## src/rtl/trp_pkg.sv

```systemverilog
// ----------------------------------------------------------------------------
// trp_pkg
// types, byte codes and the are-you-there answer for the telnet rx parser
// ----------------------------------------------------------------------------
package trp_pkg;

	localparam logic [7:0] B_IAC  = 8'd255;
	localparam logic [7:0] B_DONT = 8'd254;
	localparam logic [7:0] B_DO   = 8'd253;
	localparam logic [7:0] B_WONT = 8'd252;
	localparam logic [7:0] B_WILL = 8'd251;
	localparam logic [7:0] B_SB   = 8'd250;
	localparam logic [7:0] B_SE   = 8'd240;
	localparam logic [7:0] B_IP   = 8'd244;
	localparam logic [7:0] B_AYT  = 8'd246;
	localparam logic [7:0] B_NUL  = 8'd0;
	localparam logic [7:0] B_LF   = 8'd10;
	localparam logic [7:0] B_CR   = 8'd13;
	localparam logic [7:0] B_ETX  = 8'h03;

	localparam logic [7:0] OPT_ECHO = 8'd1;
	localparam logic [7:0] OPT_SGA  = 8'd3;

	localparam logic TGT_USER = 1'b0;
	localparam logic TGT_PEER = 1'b1;

	// kind of result group held in the output stage
	localparam logic [1:0] K_USER  = 2'd0;
	localparam logic [1:0] K_REPLY = 2'd1;
	localparam logic [1:0] K_AYT   = 2'd2;

	localparam logic [2:0] LAST_USER  = 3'd0;
	localparam logic [2:0] LAST_REPLY = 3'd2;
	localparam logic [2:0] LAST_AYT   = 3'd6;

	typedef struct packed {
		logic [1:0] kind;
		logic [7:0] byte_a;
		logic [7:0] byte_b;
		logic       echo;
	} desc_t;

	function automatic logic [7:0] ayt_char(input logic [2:0] idx);
		logic [7:0] c;
		case (idx)
			3'd0: c = 8'h5b;
			3'd1: c = 8'h79;
			3'd2: c = 8'h65;
			3'd3: c = 8'h73;
			3'd4: c = 8'h5d;
			3'd5: c = B_CR;
			default: c = B_LF;
		endcase
		return c;
	endfunction

	function automatic logic [2:0] last_idx(input logic [1:0] kind);
		logic [2:0] l;
		case (kind)
			K_REPLY: l = LAST_REPLY;
			K_AYT:   l = LAST_AYT;
			default: l = LAST_USER;
		endcase
		return l;
	endfunction

endpackage

```

## src/rtl/telnet_receive_parser_core.sv

```systemverilog
// ----------------------------------------------------------------------------
// telnet_receive_parser_core
// telnet receive parser: one received byte per item in, user data and
// negotiation replies out
// ----------------------------------------------------------------------------
// Takes one byte per cycle while out_ready is high. A byte gives zero or
// one result except an option request (three reply bytes to the peer) and
// are-you-there (seven bytes to the peer); while such a group drains from
// the single result register the input is held off. Bytes with no result
// are taken whenever the result register is free or about to hand over its
// last byte. out_target is 0 for user data and 1 for bytes sent to the
// peer; out_last marks the last result of an input byte.
module telnet_receive_parser_core (
	input  logic       clk,
	input  logic       arst_n,
	input  logic       in_valid,
	output logic       in_ready,
	input  logic [7:0] rx_byte,
	output logic       out_valid,
	input  logic       out_ready,
	output logic       out_target,
	output logic [7:0] out_byte,
	output logic       out_last,
	output logic       echo_local
);
	import trp_pkg::*;

	logic  accept;
	logic  has_result;
	logic  can_load;
	desc_t desc;

	assign in_ready = can_load;
	assign accept   = in_valid && in_ready;

	trp_parser u_parser (
		.clk        (clk),
		.arst_n     (arst_n),
		.rx_byte    (rx_byte),
		.accept     (accept),
		.has_result (has_result),
		.desc       (desc)
	);

	trp_emitter u_emitter (
		.clk        (clk),
		.arst_n     (arst_n),
		.load       (accept && has_result),
		.desc       (desc),
		.can_load   (can_load),
		.out_valid  (out_valid),
		.out_ready  (out_ready),
		.out_target (out_target),
		.out_byte   (out_byte),
		.out_last   (out_last),
		.echo_local (echo_local)
	);

endmodule

```

## src/rtl/trp_parser.sv

```systemverilog
// ----------------------------------------------------------------------------
// trp_parser
// parse state, pending verb, cr flag and echo flag; decodes one byte into a
// result group for the output stage
// ----------------------------------------------------------------------------
module trp_parser (
	input  logic           clk,
	input  logic           arst_n,
	input  logic [7:0]     rx_byte,
	input  logic           accept,
	output logic           has_result,
	output trp_pkg::desc_t desc
);
	import trp_pkg::*;

	localparam logic [2:0] ST_DATA    = 3'd0;
	localparam logic [2:0] ST_IAC     = 3'd1;
	localparam logic [2:0] ST_OPTION  = 3'd2;
	localparam logic [2:0] ST_SUB     = 3'd3;
	localparam logic [2:0] ST_SUB_IAC = 3'd4;

	localparam logic [1:0] V_DONT = 2'd0;
	localparam logic [1:0] V_DO   = 2'd1;
	localparam logic [1:0] V_WONT = 2'd2;

	logic [2:0] state_q, state_d;
	logic [1:0] verb_q, verb_d;
	logic       cr_q, cr_d;
	logic       echo_q, echo_d;
	logic [7:0] verb_diff;
	logic [7:0] reply;

	assign verb_diff = B_DONT - rx_byte;

	always_comb begin
		state_d    = ST_DATA;
		verb_d     = verb_q;
		cr_d       = cr_q;
		echo_d     = echo_q;
		has_result = 1'b0;
		reply      = B_WONT;
		desc.kind   = K_USER;
		desc.byte_a = rx_byte;
		case (state_q)
			ST_SUB: begin
				state_d = (rx_byte == B_IAC) ? ST_SUB_IAC : ST_SUB;
			end
			ST_SUB_IAC: begin
				state_d = (rx_byte == B_SE) ? ST_DATA : ST_SUB;
			end
			ST_OPTION: begin
				case (verb_q)
					V_DONT: reply = B_WONT;
					V_DO:   reply = (rx_byte == OPT_SGA) ? B_WILL : B_WONT;
					V_WONT: begin
						reply = B_DONT;
						if (rx_byte == OPT_ECHO)
							echo_d = 1'b1;
					end
					default: begin
						if (rx_byte == OPT_ECHO) begin
							echo_d = 1'b0;
							reply  = B_DO;
						end else if (rx_byte == OPT_SGA) begin
							reply = B_DO;
						end else begin
							reply = B_DONT;
						end
					end
				endcase
				has_result = 1'b1;
				desc.kind  = K_REPLY;
			end
			ST_IAC: begin
				if (rx_byte == B_IAC) begin
					has_result = 1'b1;
				end else if (rx_byte inside {B_DO, B_DONT, B_WILL, B_WONT}) begin
					verb_d  = verb_diff[1:0];
					state_d = ST_OPTION;
				end else if (rx_byte == B_SB) begin
					state_d = ST_SUB;
				end else if (rx_byte == B_IP) begin
					has_result  = 1'b1;
					desc.byte_a = B_ETX;
				end else if (rx_byte == B_AYT) begin
					has_result = 1'b1;
					desc.kind  = K_AYT;
				end
			end
			default: begin
				if (rx_byte == B_IAC) begin
					state_d = ST_IAC;
				end else if (cr_q && (rx_byte == B_NUL || rx_byte == B_LF)) begin
					cr_d = 1'b0;
				end else if (rx_byte == B_CR) begin
					cr_d        = 1'b1;
					has_result  = 1'b1;
					desc.byte_a = B_LF;
				end else begin
					cr_d       = 1'b0;
					has_result = 1'b1;
				end
			end
		endcase
		desc.byte_b = reply;
		desc.echo   = echo_d;
	end

	always_ff @(posedge clk or negedge arst_n) begin
		if (!arst_n) begin
			state_q <= ST_DATA;
			verb_q  <= V_DONT;
			cr_q    <= 1'b0;
			echo_q  <= 1'b1;
		end else if (accept) begin
			state_q <= state_d;
			verb_q  <= verb_d;
			cr_q    <= cr_d;
			echo_q  <= echo_d;
		end
	end

	// codes above sub-iac are never reached from reset
	a_state_legal: assert property (@(posedge clk) disable iff (!arst_n)
		state_q <= ST_SUB_IAC)
		else $error("parser state out of range");

endmodule

```

## src/rtl/trp_emitter.sv

```systemverilog
// ----------------------------------------------------------------------------
// trp_emitter
// result register: holds one result group and sends its bytes in order
// ----------------------------------------------------------------------------
module trp_emitter (
	input  logic           clk,
	input  logic           arst_n,
	input  logic           load,
	input  trp_pkg::desc_t desc,
	output logic           can_load,
	output logic           out_valid,
	input  logic           out_ready,
	output logic           out_target,
	output logic [7:0]     out_byte,
	output logic           out_last,
	output logic           echo_local
);
	import trp_pkg::*;

	logic       busy_q;
	desc_t      desc_q;
	logic [2:0] idx_q;
	logic       fire;
	logic       last;

	assign last       = (idx_q == last_idx(desc_q.kind));
	assign fire       = busy_q && out_ready;
	assign can_load   = !busy_q || (out_ready && last);
	assign out_valid  = busy_q;
	assign out_last   = last;
	assign out_target = (desc_q.kind == K_USER) ? TGT_USER : TGT_PEER;
	assign echo_local = desc_q.echo;

	always_comb begin
		case (desc_q.kind)
			K_REPLY: begin
				case (idx_q)
					3'd0:    out_byte = B_IAC;
					3'd1:    out_byte = desc_q.byte_b;
					default: out_byte = desc_q.byte_a;
				endcase
			end
			K_AYT:   out_byte = ayt_char(idx_q);
			default: out_byte = desc_q.byte_a;
		endcase
	end

	always_ff @(posedge clk or negedge arst_n) begin
		if (!arst_n) begin
			busy_q <= 1'b0;
			idx_q  <= 3'd0;
		end else if (load) begin
			busy_q <= 1'b1;
			idx_q  <= 3'd0;
		end else if (fire) begin
			if (last)
				busy_q <= 1'b0;
			else
				idx_q <= idx_q + 3'd1;
		end
	end

	always_ff @(posedge clk) begin
		if (load)
			desc_q <= desc;
	end

	a_idx_bound: assert property (@(posedge clk) disable iff (!arst_n)
		busy_q |-> (idx_q <= last_idx(desc_q.kind)))
		else $error("result index past end of group");

	a_load_when_free: assert property (@(posedge clk) disable iff (!arst_n)
		load |-> can_load)
		else $error("group loaded over one still in flight");

	a_load_restarts: assert property (@(posedge clk) disable iff (!arst_n)
		load |=> (busy_q && idx_q == 3'd0))
		else $error("new group did not start at first byte");

	a_reply_head: assert property (@(posedge clk) disable iff (!arst_n)
		(busy_q && desc_q.kind == K_REPLY && idx_q == 3'd0) |-> (out_byte == B_IAC))
		else $error("option reply does not open with iac");

endmodule

```

## config.mk

```make
export PLATFORM = sky130hd
export DESIGN_NAME = telnet_receive_parser_core
export DESIGN_NICKNAME = d
export VERILOG_FILES = /design/src/rtl/trp_pkg.sv /design/src/rtl/telnet_receive_parser_core.sv /design/src/rtl/trp_parser.sv /design/src/rtl/trp_emitter.sv
export SDC_FILE = /design/constraint.sdc
export NUM_CORES = 1
export LEC_CHECK = 0
export BUFFER_PORTS_ARGS = -buffer_cell sky130_fd_sc_hd__buf_2
export CAP_MARGIN = 20
export CORE_AREA = 2 2 63 65
export CTS_BUF_LIST = sky130_fd_sc_hd__clkbuf_4 sky130_fd_sc_hd__clkbuf_8
export CTS_CLUSTER_DIAMETER = 80
export DETAILED_ROUTE_END_ITERATION = 8
export DIE_AREA = 0 0 65 67
export PLACE_DENSITY = 0.78
export SYNTH_ARGS = -nofsm -noshare
export SYNTH_HDL_FRONTEND = slang
export SYNTH_SLANG_ARGS = --single-unit
```

## constraint.sdc

```tcl
create_clock -name clk -period 4.4 [get_ports clk]
set_clock_uncertainty 0.1 [all_clocks]
set_input_delay 0.44 -clock clk [delete_from_list [all_inputs] [get_ports clk]]
set_output_delay 0.44 -clock clk [all_outputs]
set_load 0.01 [all_outputs]
```

# == Word-level counts from Yosys, hierarchy flattened ==
# Cells that the tools add are included.
# op_classes
bitwise_logic,2
n_mux,47
shift,0
n_div,0
mul,0
n_lt_le_gt_ge,0
eq_ne,28
n_addsub,2
n_reduce_logical,23
# op_table
cell,n
$eq 8x8->1 const B,9
$pmux 8 s2,3
$pmux 7 s6,1
$mux 8,4
$mux 10,3
$pmux 8 s3,1
$mux 3,7
$mux 1,17
$eq 8x4->1 const B,2
$eq 3x2->1 const B,4
$mux 2,6
$pmux 3 s4,1
$eq 3x3->1 const B,3
$eq 8x1->1 const B,1
$eq 8x2->1 const B,1
$logic_not 8->1,1
$eq 3x1->1 const B,2
$pmux 3 s2,1
$logic_and 1x1->1,5
$eq 2x1->1 const B,2
$eq 2x2->1 const B,2
$logic_not 2->1,2
$pmux 2 s2,1
$reduce_and 2->1,2
other kinds (17),21
# word_totals
elab_cells,112
mem_count,0
mem_bits_rw,0
latch_bits,0
ff_bits,30
output_inout_bits,13
rom_bits,0

# == Depth between registers and ports, before layout ==
# Gate-level depths: netlist (run 1).
# logic_depth
word_depth,10
ltp_mapped,8
mapped_depth_nobuf,7

# == Hierarchy ==
# From an unflattened synthesis (run 1), not the netlist that was laid out.
# hier_totals
cells_unflattened,230
area_unflattened_um2,2119.5
# by_module_without_submodules
mod,n_inst,area_per_inst_um2,seq_area_each_um2,cells_each
trp_emitter,1,1288.7,670.6,121
trp_parser,1,818.3,176.4,107
telnet_receive_parser_core,1,12.5,0.0,2

# == Least setup slack after synthesis (run 1) ==
# Ideal clock, no wire load.
# synth_timing
path_kind,register to register
from,register u_emitter.desc_q[17] (netlist bit)
to,"register u_emitter.desc_q[10] (netlist bit), enable pin"
t_arrival_ps,2057
path_stages_with_launch,7
synth_period_minus_slack_ps,2524
path_slack_ps,1876
cell_sequence,edfxtp_1 inv_1 ha_1 xor2_1 o41ai_2 nand2_2 a31oi_4
# synth_between
elab_chain_cells,7
word_cells_on_any_way,8
cone_classes,eq/ne (3); mux (1); reduce/logical (4)
# synth_rtl
item,line_no,text
start: declaration,trp_emitter.sv:21,desc_t desc_q;
start signal: assignment,trp_emitter.sv:65,desc_q <= desc;
$eq 2x2->1 / $eq 2x1->1 (equally long branches),trp_pkg.sv:59,case (kind)
$pmux 3 s2 (*),trp_pkg.sv:59,
$eq 3x3->1 (*),trp_emitter.sv:26,assign last = (idx_q == last_idx(desc_q.kind));
$logic_and 1x1->1 (*),trp_emitter.sv:28,assign can_load = !busy_q || (out_ready && last);
$logic_or 1x1->1 (*),trp_emitter.sv:28,
via in_ready,telnet_receive_parser_core.sv:17,"output logic in_ready,"
$logic_and 1x1->1 (*),telnet_receive_parser_core.sv:34,assign accept = in_valid && in_ready;
$logic_and 1x1->1 (*),telnet_receive_parser_core.sv:48,".load (accept && has_result),"
via u_emitter.load,trp_emitter.sv:8,"input logic load,"
# Mark *: on every way through the listed nets, which the timed path passes. The rest lies on a longest branch.
# A chain may end at the register's enable or synchronous reset.

# == Worst setup path in the final report (run 1) ==
# layout_timing
from,register u_emitter.desc_q[18] (netlist bit)
to,"register u_emitter.desc_q[17] (netlist bit), enable pin"
# layout_between
elab_chain_cells,7
word_cells_on_any_way,8
cone_classes,eq/ne (3); mux (1); reduce/logical (4)
# layout_rtl
item,line_no
$eq 2x2->1 / $eq 2x1->1 (equally long branches),trp_pkg.sv:59
$pmux 3 s2 (*),trp_pkg.sv:59
$eq 3x3->1 (*),trp_emitter.sv:26
$logic_and 1x1->1 (*),trp_emitter.sv:28
$logic_or 1x1->1 (*),trp_emitter.sv:28
$logic_and 1x1->1 (*),telnet_receive_parser_core.sv:34
$logic_and 1x1->1 (*),telnet_receive_parser_core.sv:48
via u_emitter.load,trp_emitter.sv:8
# Marks and branches as above.

==> impl_metrics.prom, run 1 <==
# TYPE chip_impl_metric gauge
chip_impl_metric{name="synth.yosys.warnings",unit=""} 0
chip_impl_info{name="final_common_cell",value="sky130_fd_sc_hd__buf_2"} 1
chip_impl_metric{name="num_rows",unit=""} 22
chip_impl_info{name="r2r-start",value="u_emitter.desc_q[18]$_DFFE_PP_"} 1
chip_impl_info{name="result_of_the_run",value="complete, no violations"} 1
chip_impl_metric{name="worstMarginPinSlew",unit="ps"} 569
chip_impl_info{name="worst_hold_startpoint",value="rx_byte[0]"} 1
chip_impl_metric{name="placedInstanceArea",unit="sq um"} 1900
chip_impl_metric{name="max_fo_critical_path",unit=""} 18
chip_impl_metric{name="worst-r2r-setup-slack",unit="ps"} 1640
chip_impl_info{name="hold_end",value="u_parser.verb_q[0]$_DFFE_PN0P_"} 1
chip_impl_metric{name="port-buffer-count",unit=""} 24
chip_impl_metric{name="synth.yosys.seq_area_share",unit=""} 0.399
chip_impl_metric{name="post_synth_edffs",unit=""} 14
chip_impl_metric{name="postSynth.asyncResetShare",unit=""} 0.440
chip_impl_metric{name="finalHoldViolCount",unit=""} 0
chip_impl_info{name="timing.hold.worst.class",value="in2reg"} 1
chip_impl_metric{name="grt_antenna_before_repair",unit=""} 0
chip_impl_metric{name="cap_viol_max_count",unit=""} 0
chip_impl_metric{name="achievable-frequency",unit="MHz"} 362
chip_impl_metric{name="ctsHtreeMaxLevel",unit=""} 1
chip_impl_metric{name="synthesis.area",unit="sq um"} 1750
chip_impl_metric{name="core",unit="sq um"} 3610
chip_impl_metric{name="cts_buffer_depth",unit=""} 2
chip_impl_metric{name="overall_via_count_from_detail_route",unit=""} 1419
chip_impl_info{name="worst_r2r_endpoint",value="u_emitter.desc_q[17]$_DFFE_PP_"} 1
chip_impl_metric{name="num_antenna_cells",unit=""} 0
chip_impl_metric{name="detailed_route_wire_length",unit="microns"} 3520
chip_impl_metric{name="worst_ir_drop_vdd",unit="uV"} 320
chip_impl_metric{name="reg2regPathDepth",unit=""} 6
chip_impl_info{name="most-common-layout-cells",value="24 x sky130_fd_sc_hd__buf_2, 23 x sky130_fd_sc_hd__nor2_1, 15 x sky130_fd_sc_hd__o21ai_0"} 1
chip_impl_info{name="grt_setup_unrepaired",value="no"} 1
chip_impl_metric{name="synthesis.area_per_instance",unit="sq um"} 9.25
chip_impl_metric{name="pre_cts_slack",unit="ps"} 1660
chip_impl_metric{name="cts_post_setup_buffers_inserted",unit=""} 0
chip_impl_metric{name="final.hold.worst_slack",unit="ps"} 371
chip_impl_info{name="path_class",value="reg2reg"} 1
chip_impl_metric{name="data_arrival_time_of_the_worst_path",unit="ps"} 2570
chip_impl_metric{name="drive_above_1_share",unit=""} 0.190
chip_impl_metric{name="groute.usage.overall",unit=""} 0.177
chip_impl_metric{name="post-route-period-util",unit=""} 0.627
chip_impl_metric{name="min_delay_path_depth",unit=""} 2
chip_impl_metric{name="post_synth_num_cell_types",unit=""} 52
chip_impl_info{name="cp-start-kind",value="flop"} 1
chip_impl_metric{name="power.static_leakage",unit="nW"} 0.832
chip_impl_metric{name="iteration_0_drc_markers",unit=""} 103
chip_impl_metric{name="post-route-drc-count",unit=""} 0
chip_impl_metric{name="finalCriticalPeriod",unit="ps"} 2760
chip_impl_metric{name="grt_overflow_total",unit=""} 0
chip_impl_metric{name="place.gp.congestion",unit=""} 0.873
chip_impl_metric{name="starting_density",unit=""} 0.485
chip_impl_metric{name="area_delta_synth_final",unit="%"} 12.0
chip_impl_metric{name="p_per_area",unit="nW/um^2"} 532
chip_impl_info{name="cp-end-kind",value="flop"} 1
chip_impl_metric{name="syn_inst",unit=""} 189
chip_impl_metric{name="fin_setup_tns",unit="ps"} 0
chip_impl_metric{name="detail-route-antenna-nets",unit=""} 0
chip_impl_info{name="synth_area_leaders",value="sky130_fd_sc_hd__edfxtp_1 24%, sky130_fd_sc_hd__dfrtp_1 14%, sky130_fd_sc_hd__ha_1 8.6%"} 1
chip_impl_metric{name="insertion_delay",unit="ps"} 260
chip_impl_metric{name="clkSlewWorstSetupHoldPaths",unit="ps"} 80
chip_impl_metric{name="die_w",unit="microns"} 65
chip_impl_metric{name="synthDominantCellAreaShare",unit=""} 0.241
chip_impl_metric{name="postLayoutSetupSlackWorst",unit="ps"} 1640
chip_impl_info{name="cts_tree",value="built"} 1
chip_impl_metric{name="dr.pass1.iters",unit=""} 4
chip_impl_metric{name="dieArea",unit="sq um"} 4360
chip_impl_metric{name="grt_start_max_net_pins",unit=""} 19
chip_impl_info{name="ys_dominant_reg_cell",value="sky130_fd_sc_hd__edfxtp_1"} 1
chip_impl_metric{name="drt-vias-per-instance",unit=""} 5.48
chip_impl_metric{name="number_of_global_route_vias_before_repair",unit=""} 1361
chip_impl_metric{name="detailedPlacementHpwl",unit="microns"} 2790
chip_impl_info{name="clock_tree.root_cell",value="sky130_fd_sc_hd__clkbuf_8"} 1
chip_impl_metric{name="final-setup-viol-count",unit=""} 0
chip_impl_metric{name="postSynthRegisterBits",unit=""} 25
chip_impl_info{name="synth_largest_area_cell",value="sky130_fd_sc_hd__edfxtp_1"} 1
chip_impl_metric{name="required",unit="ps"} 4210
chip_impl_metric{name="finish.instance_area",unit="sq um"} 1960
chip_impl_metric{name="synth_fp_nets",unit=""} 213
chip_impl_metric{name="final_nets",unit=""} 236
chip_impl_metric{name="dieHeight",unit="microns"} 67
chip_impl_metric{name="wl_per_cell",unit="microns"} 13.6
chip_impl_metric{name="grt_first_pass_wirelength",unit="microns"} 6040
chip_impl_metric{name="maxSlewViolCount",unit=""} 0
chip_impl_metric{name="cts-buffers-inserted",unit=""} 3
chip_impl_metric{name="slew_headroom",unit=""} 0.621
chip_impl_metric{name="clkSinkCount",unit=""} 25
chip_impl_metric{name="design_power_total",unit="mW"} 1.04
chip_impl_metric{name="ios",unit=""} 25
## cells in the mapped netlist (all sizes together), types with 2 or more instances
cell type,count
xor2,3
o21ai,15
a21oi,7
nor2,23
nand3,5
o41ai,2
mux2,3
nor2b,2
a21o,3
mux2i,3
a31oi,2
nand2b,5
ha,12
o31ai,2
nand2,13
or2,2
and2,6
edfxtp,14
inv,14
clkbuf,4
dfrtp,10
o311ai,2
o21a,3
nand4,4
nor3,8
buf,3
## per-stage QoR
| step | cells | util |
|---|---|---|
| floorplan | 189 | - |
| global placement | 254 | 0.526 |
| detailed placement | 254 | 0.526 |
| CTS | 259 | 0.543 |
| global route | 259 | 0.543 |
| finish | 259 | 0.543 |
## state kept, by name, indices dropped and copies added, names as in the netlist
register	count
u_emitter.desc_q	13
u_emitter.echo_local	1
u_emitter.idx_q	3
u_emitter.out_valid	1
u_parser.cr_q	1
u_parser.echo_q	1
u_parser.state_q	3
u_parser.verb_q	2
## final cells by class
type | instances | area, sq um
fillers | 347 | 1650
well taps | 48 | 60.1
repair buffers | 25 | 130
multi-input cells | 143 | 968
clock buffers | 3 | 41.3
flip-flops and latches | 25 | 697
inverters | 14 | 52.6
clock inverters | 1 | 7.51
## power breakdown
group / total [mW] / internal (mW) / switching [mW] / leakage (nW)
registers: 0.374 / 0.319 / 0.0547 / 0.265
clock network: 0.134 / 0.0640 / 0.0696 / 0.0217
logic: 0.534 / 0.213 / 0.320 / 0.546
## how the worst max path moves through the flow
stage	depth (start not counted)	slack (ps)	to	from
floorplan	6	1880	u_emitter.desc_q[10]$_DFFE_PP_	u_emitter.desc_q[17]$_DFFE_PP_
global placement	6	1790	u_emitter.echo_local$_DFFE_PP_	u_emitter.desc_q[17]$_DFFE_PP_
detailed placement	6	1660	u_emitter.desc_q[16]$_DFFE_PP_	u_emitter.desc_q[18]$_DFFE_PP_
CTS	6	1640	u_emitter.desc_q[16]$_DFFE_PP_	u_emitter.desc_q[18]$_DFFE_PP_
global route	6	1480	u_emitter.echo_local$_DFFE_PP_	u_emitter.desc_q[17]$_DFFE_PP_
finish	6	1640	u_emitter.desc_q[17]$_DFFE_PP_	u_emitter.desc_q[18]$_DFFE_PP_
## cells by family (layout without fill, tap and decap cells)
family          Yosys count  count (layout)  synth area share
buf+inv                  21              43            0.0472
simple gates             75              75             0.223
mux                       6               6            0.0365
flops                    25              25             0.399
fa+ha+maj                12              12            0.0859
xor+xnor                  4               4            0.0200
compound gates           46              46             0.188
## timing repair
item / in CTS / in global routing
resized for setup: 0 / 0
hold buffers: 1 / 0
hold endpoints to repair: 10 / 0
## critical path, cell delays in order, from the launching register on
cell	delay, ps
sky130_fd_sc_hd__edfxtp_1	420
sky130_fd_sc_hd__inv_1	100
sky130_fd_sc_hd__ha_1	290
sky130_fd_sc_hd__xor2_1	200
sky130_fd_sc_hd__o41ai_2	510
sky130_fd_sc_hd__nand2_2	240
sky130_fd_sc_hd__a31oi_4	530
## layer usage
layer	share of wire	GRT usage	vias to the layer above
li1	-	-	726
met1	0.45	0.222	653
met2	0.50	0.323	36
met3	0.039	0.0203	4
met4	0.0071	0.0426	0
met5	0	0	-
No activity file was read; power rests on OpenSTA's default activity.
==> run 2: changes to the inputs <==
--- a/config.mk
+++ b/config.mk
@@ -12,7 +12,7 @@
 export CTS_CLUSTER_DIAMETER = 80
 export DETAILED_ROUTE_END_ITERATION = 8
 export DIE_AREA = 0 0 65 67
-export PLACE_DENSITY = 0.78
+export PLACE_DENSITY = 0.81
 export SYNTH_ARGS = -nofsm -noshare
 export SYNTH_HDL_FRONTEND = slang
 export SYNTH_SLANG_ARGS = --single-unit
==> constraint.sdc (replaced) <==
create_clock -name clk -period 2.4 [get_ports clk]
set_clock_uncertainty 0.1 [all_clocks]
set_input_delay 0.24 -clock clk [delete_from_list [all_inputs] [get_ports clk]]
set_output_delay 0.24 -clock clk [all_outputs]
set_load 0.01 [all_outputs]
==> run 2 against run 1 <==
  * Core utilization up 3.6 points
  * Hold slack got worse by 200 ps
  * Combinational power up 120%
  * Sequential power up 79%
  * Sequential cell count unchanged
  * Via count is 3.0% higher
  * Non-clock buffer count grew 6
  * Register-to-register slack worse by 1500 ps
  * Count of clock-buffer cells in the layout is the same
==> impl_metrics.prom, run 2 (synthesized netlist as in run 1, its figures left out) <==
# TYPE chip_impl_metric gauge
chip_impl_info{name="cp-startpoint",value="u_emitter.idx_q[0]$_DFFE_PN0P_"} 1
chip_impl_metric{name="max_fo_critical_path",unit=""} 6
chip_impl_info{name="registers.top_by_ff_count",value="u_emitter.desc_q"} 1
chip_impl_metric{name="grt_start_max_net_pins",unit=""} 19
chip_impl_metric{name="worstMarginPinSlew",unit="ps"} 378
chip_impl_metric{name="dieArea",unit="sq um"} 4360
chip_impl_metric{name="post-route-period-util",unit=""} 0.968
chip_impl_info{name="cp-end-kind",value="output pin"} 1
chip_impl_metric{name="cap_viol_max_count",unit=""} 0
chip_impl_info{name="final_common_cell",value="sky130_fd_sc_hd__buf_2"} 1
chip_impl_metric{name="detailedPlacementHpwl",unit="microns"} 2810
chip_impl_info{name="most-common-layout-cells",value="24 x sky130_fd_sc_hd__buf_2, 22 x sky130_fd_sc_hd__nor2_1, 15 x sky130_fd_sc_hd__o21ai_0"} 1
chip_impl_metric{name="final-setup-viol-count",unit=""} 0
chip_impl_metric{name="maxSlewViolCount",unit=""} 0
chip_impl_metric{name="finalCriticalPeriod",unit="ps"} 2320
chip_impl_metric{name="num_rows",unit=""} 22
chip_impl_info{name="endpoint",value="out_byte[1]"} 1
chip_impl_metric{name="ios",unit=""} 25
chip_impl_metric{name="drt-vias-per-instance",unit=""} 5.51
chip_impl_metric{name="place.gp.congestion",unit=""} 0.894
chip_impl_metric{name="insertion_delay",unit="ps"} 270
chip_impl_metric{name="groute.usage.overall",unit=""} 0.183
chip_impl_metric{name="clkSinkCount",unit=""} 25
chip_impl_metric{name="num_antenna_cells",unit=""} 0
chip_impl_metric{name="worst_ir_drop_vdd",unit="uV"} 426
chip_impl_metric{name="dieHeight",unit="microns"} 67
chip_impl_metric{name="clkSlewWorstSetupHoldPaths",unit="ps"} 90
chip_impl_info{name="worst_r2r_endpoint",value="u_emitter.desc_q[18]$_DFFE_PP_"} 1
chip_impl_metric{name="slew_headroom",unit=""} 0.747
chip_impl_metric{name="n_fill_cell",unit=""} 317
chip_impl_metric{name="ctsHtreeMaxLevel",unit=""} 1
chip_impl_info{name="path_class",value="reg2out"} 1
chip_impl_info{name="timing.hold.worst.class",value="in2reg"} 1
chip_impl_metric{name="dr.pass1.iters",unit=""} 4
chip_impl_metric{name="worst-r2r-setup-slack",unit="ps"} 180
chip_impl_info{name="result_of_the_run",value="complete, no violations"} 1
chip_impl_metric{name="die_w",unit="microns"} 65
chip_impl_metric{name="p_per_area",unit="nW/um^2"} 1010
chip_impl_metric{name="data_arrival_time_of_the_worst_path",unit="ps"} 1980
chip_impl_metric{name="core",unit="sq um"} 3610
chip_impl_metric{name="grt_antenna_before_repair",unit=""} 0
chip_impl_metric{name="achievable-frequency",unit="MHz"} 430
chip_impl_metric{name="starting_density",unit=""} 0.485
chip_impl_metric{name="largest_register_ff_count",unit=""} 13
chip_impl_metric{name="grt_overflow_total",unit=""} 0
chip_impl_metric{name="post-route-drc-count",unit=""} 0
chip_impl_metric{name="overall_via_count_from_detail_route",unit=""} 1461
chip_impl_metric{name="iteration_0_drc_markers",unit=""} 121
chip_impl_metric{name="number_of_global_route_vias_before_repair",unit=""} 1288
chip_impl_info{name="r2r-start",value="u_emitter.desc_q[17]$_DFFE_PP_"} 1
chip_impl_metric{name="power.static_leakage",unit="nW"} 0.872
chip_impl_info{name="layout_top_registers",value="u_emitter.desc_q: 13 flops, u_emitter.idx_q: 3 flops, u_parser.state_q: 3 flops"} 1
chip_impl_metric{name="detail-route-antenna-nets",unit=""} 0
chip_impl_metric{name="fin_setup_tns",unit="ps"} 0
chip_impl_metric{name="final_nets",unit=""} 242
chip_impl_metric{name="detailed_route_wire_length",unit="microns"} 3710
chip_impl_metric{name="reg2regPathDepth",unit=""} 7
chip_impl_metric{name="cts_buffer_depth",unit=""} 2
chip_impl_metric{name="wl_per_cell",unit="microns"} 14.0
chip_impl_metric{name="required",unit="ps"} 2060
chip_impl_info{name="cp-start-kind",value="flop"} 1
chip_impl_metric{name="layout.core_utilization",unit=""} 0.578
chip_impl_metric{name="area_delta_synth_final",unit="%"} 19.3
chip_impl_metric{name="cts-buffers-inserted",unit=""} 3
chip_impl_info{name="clock_tree.root_cell",value="sky130_fd_sc_hd__clkbuf_8"} 1
chip_impl_metric{name="drive_above_1_share",unit=""} 0.267
chip_impl_metric{name="finalHoldViolCount",unit=""} 0
chip_impl_info{name="cts_tree",value="built"} 1
chip_impl_metric{name="grt_first_pass_wirelength",unit="microns"} 6110
chip_impl_metric{name="port-buffer-count",unit=""} 24
-- run 2: cell types whose count changed in the layout (fill, tap and decap cells not counted), moves of 2 or more --
cell,previous run,this run
sky130_fd_sc_hd__ha_1,12,9
sky130_fd_sc_hd__ha_4,0,2
sky130_fd_sc_hd__dfrtp_1,10,8
sky130_fd_sc_hd__inv_2,0,2
sky130_fd_sc_hd__buf_4,0,5
sky130_fd_sc_hd__inv_1,14,12
sky130_fd_sc_hd__dfrtp_2,0,2
-- run 2: how the worst min path moves through the flow --
stage	startpoint	endpoint	slack [ps]	cells after the start
after floorplan	arst_n	u_emitter.idx_q[0]$_DFFE_PN0P_	-160	0
after global placement	arst_n	u_parser.state_q[1]$_DFFE_PN0P_	30	1
after detailed placement	arst_n	u_parser.state_q[1]$_DFFE_PN0P_	30	1
after CTS	out_ready	u_emitter.out_valid$_DFFE_PN0P_	160	3
after global routing	rx_byte[6]	u_emitter.desc_q[15]$_DFFE_PP_	180	2
final	out_ready	u_emitter.out_valid$_DFFE_PN0P_	170	3
-- run 2: worst max-delay path, cell delays in order, from the launching register on --
cell and delay, ps:
sky130_fd_sc_hd__dfrtp_2 470, sky130_fd_sc_hd__ha_1 220, sky130_fd_sc_hd__ha_1 270, sky130_fd_sc_hd__o31ai_1 340, sky130_fd_sc_hd__a21oi_1 110, sky130_fd_sc_hd__o21a_1 180, sky130_fd_sc_hd__buf_2 130
-- run 2: per-stage QoR --
stage	hold slack [ps]	power [mW]	setup slack [ps]	instance area, sq um	cells
2_1_floorplan	-156	1.42	5.46	1780	189
4_1_cts	163	2.07	6.89	2060	264
6_report	169	2.11	76.4	2090	265
3_5_place_dp	33.3	1.78	176	1980	259
3_3_place_gp	28.5	1.76	205	1980	259
5_1_grt	184	2.27	-9.15	2090	265
-- run 2: power by group --
part | internal (mW) | total (mW) | leakage, nW | switching [mW]
logic | 0.516 | 1.18 | 0.588 | 0.666
clock network | 0.117 | 0.254 | 0.0217 | 0.137
registers | 0.587 | 0.669 | 0.262 | 0.0827
total | 1.22 | 2.11 | 0.872 | 0.885
-- run 2: routing by layer --
metal | vias up | GRT usage | part of all wire
met1 | 692 | 0.244 | 0.45
met2 | 34 | 0.318 | 0.50
li1 | 733 | - | -
met3 | 2 | 0.0270 | 0.041
met4 | 0 | 0.0319 | 0.0057
met5 | - | 0 | 0
-- run 2: repair_timing --
| item | 4_1_cts | 5_1_grt |
|---|---|---|
| gates cloned | 0 | 0 |
| buffers inserted | 0 | 1 |
| resized for setup | 5 | 5 |
| hold buffers | 1 | 0 |
| endpoints found under the hold margin | 11 | 0 |
| pin swaps | 0 | 1 |
| endpoints found under the setup margin | 8 | 7 |
-- run 2: cell type report --
class / instances / area, sq um / share of cell area
tap: 48 / 60.1 / 0.0288
inverter: 14 / 52.6 / 0.0252
sequential: 25 / 699 / 0.335
multi-input combinational: 143 / 1040 / 0.497
clock buffer: 3 / 41.3 / 0.0198
clock inverter: 1 / 7.51 / 0.00360
timing repair buffer: 31 / 188 / 0.0900
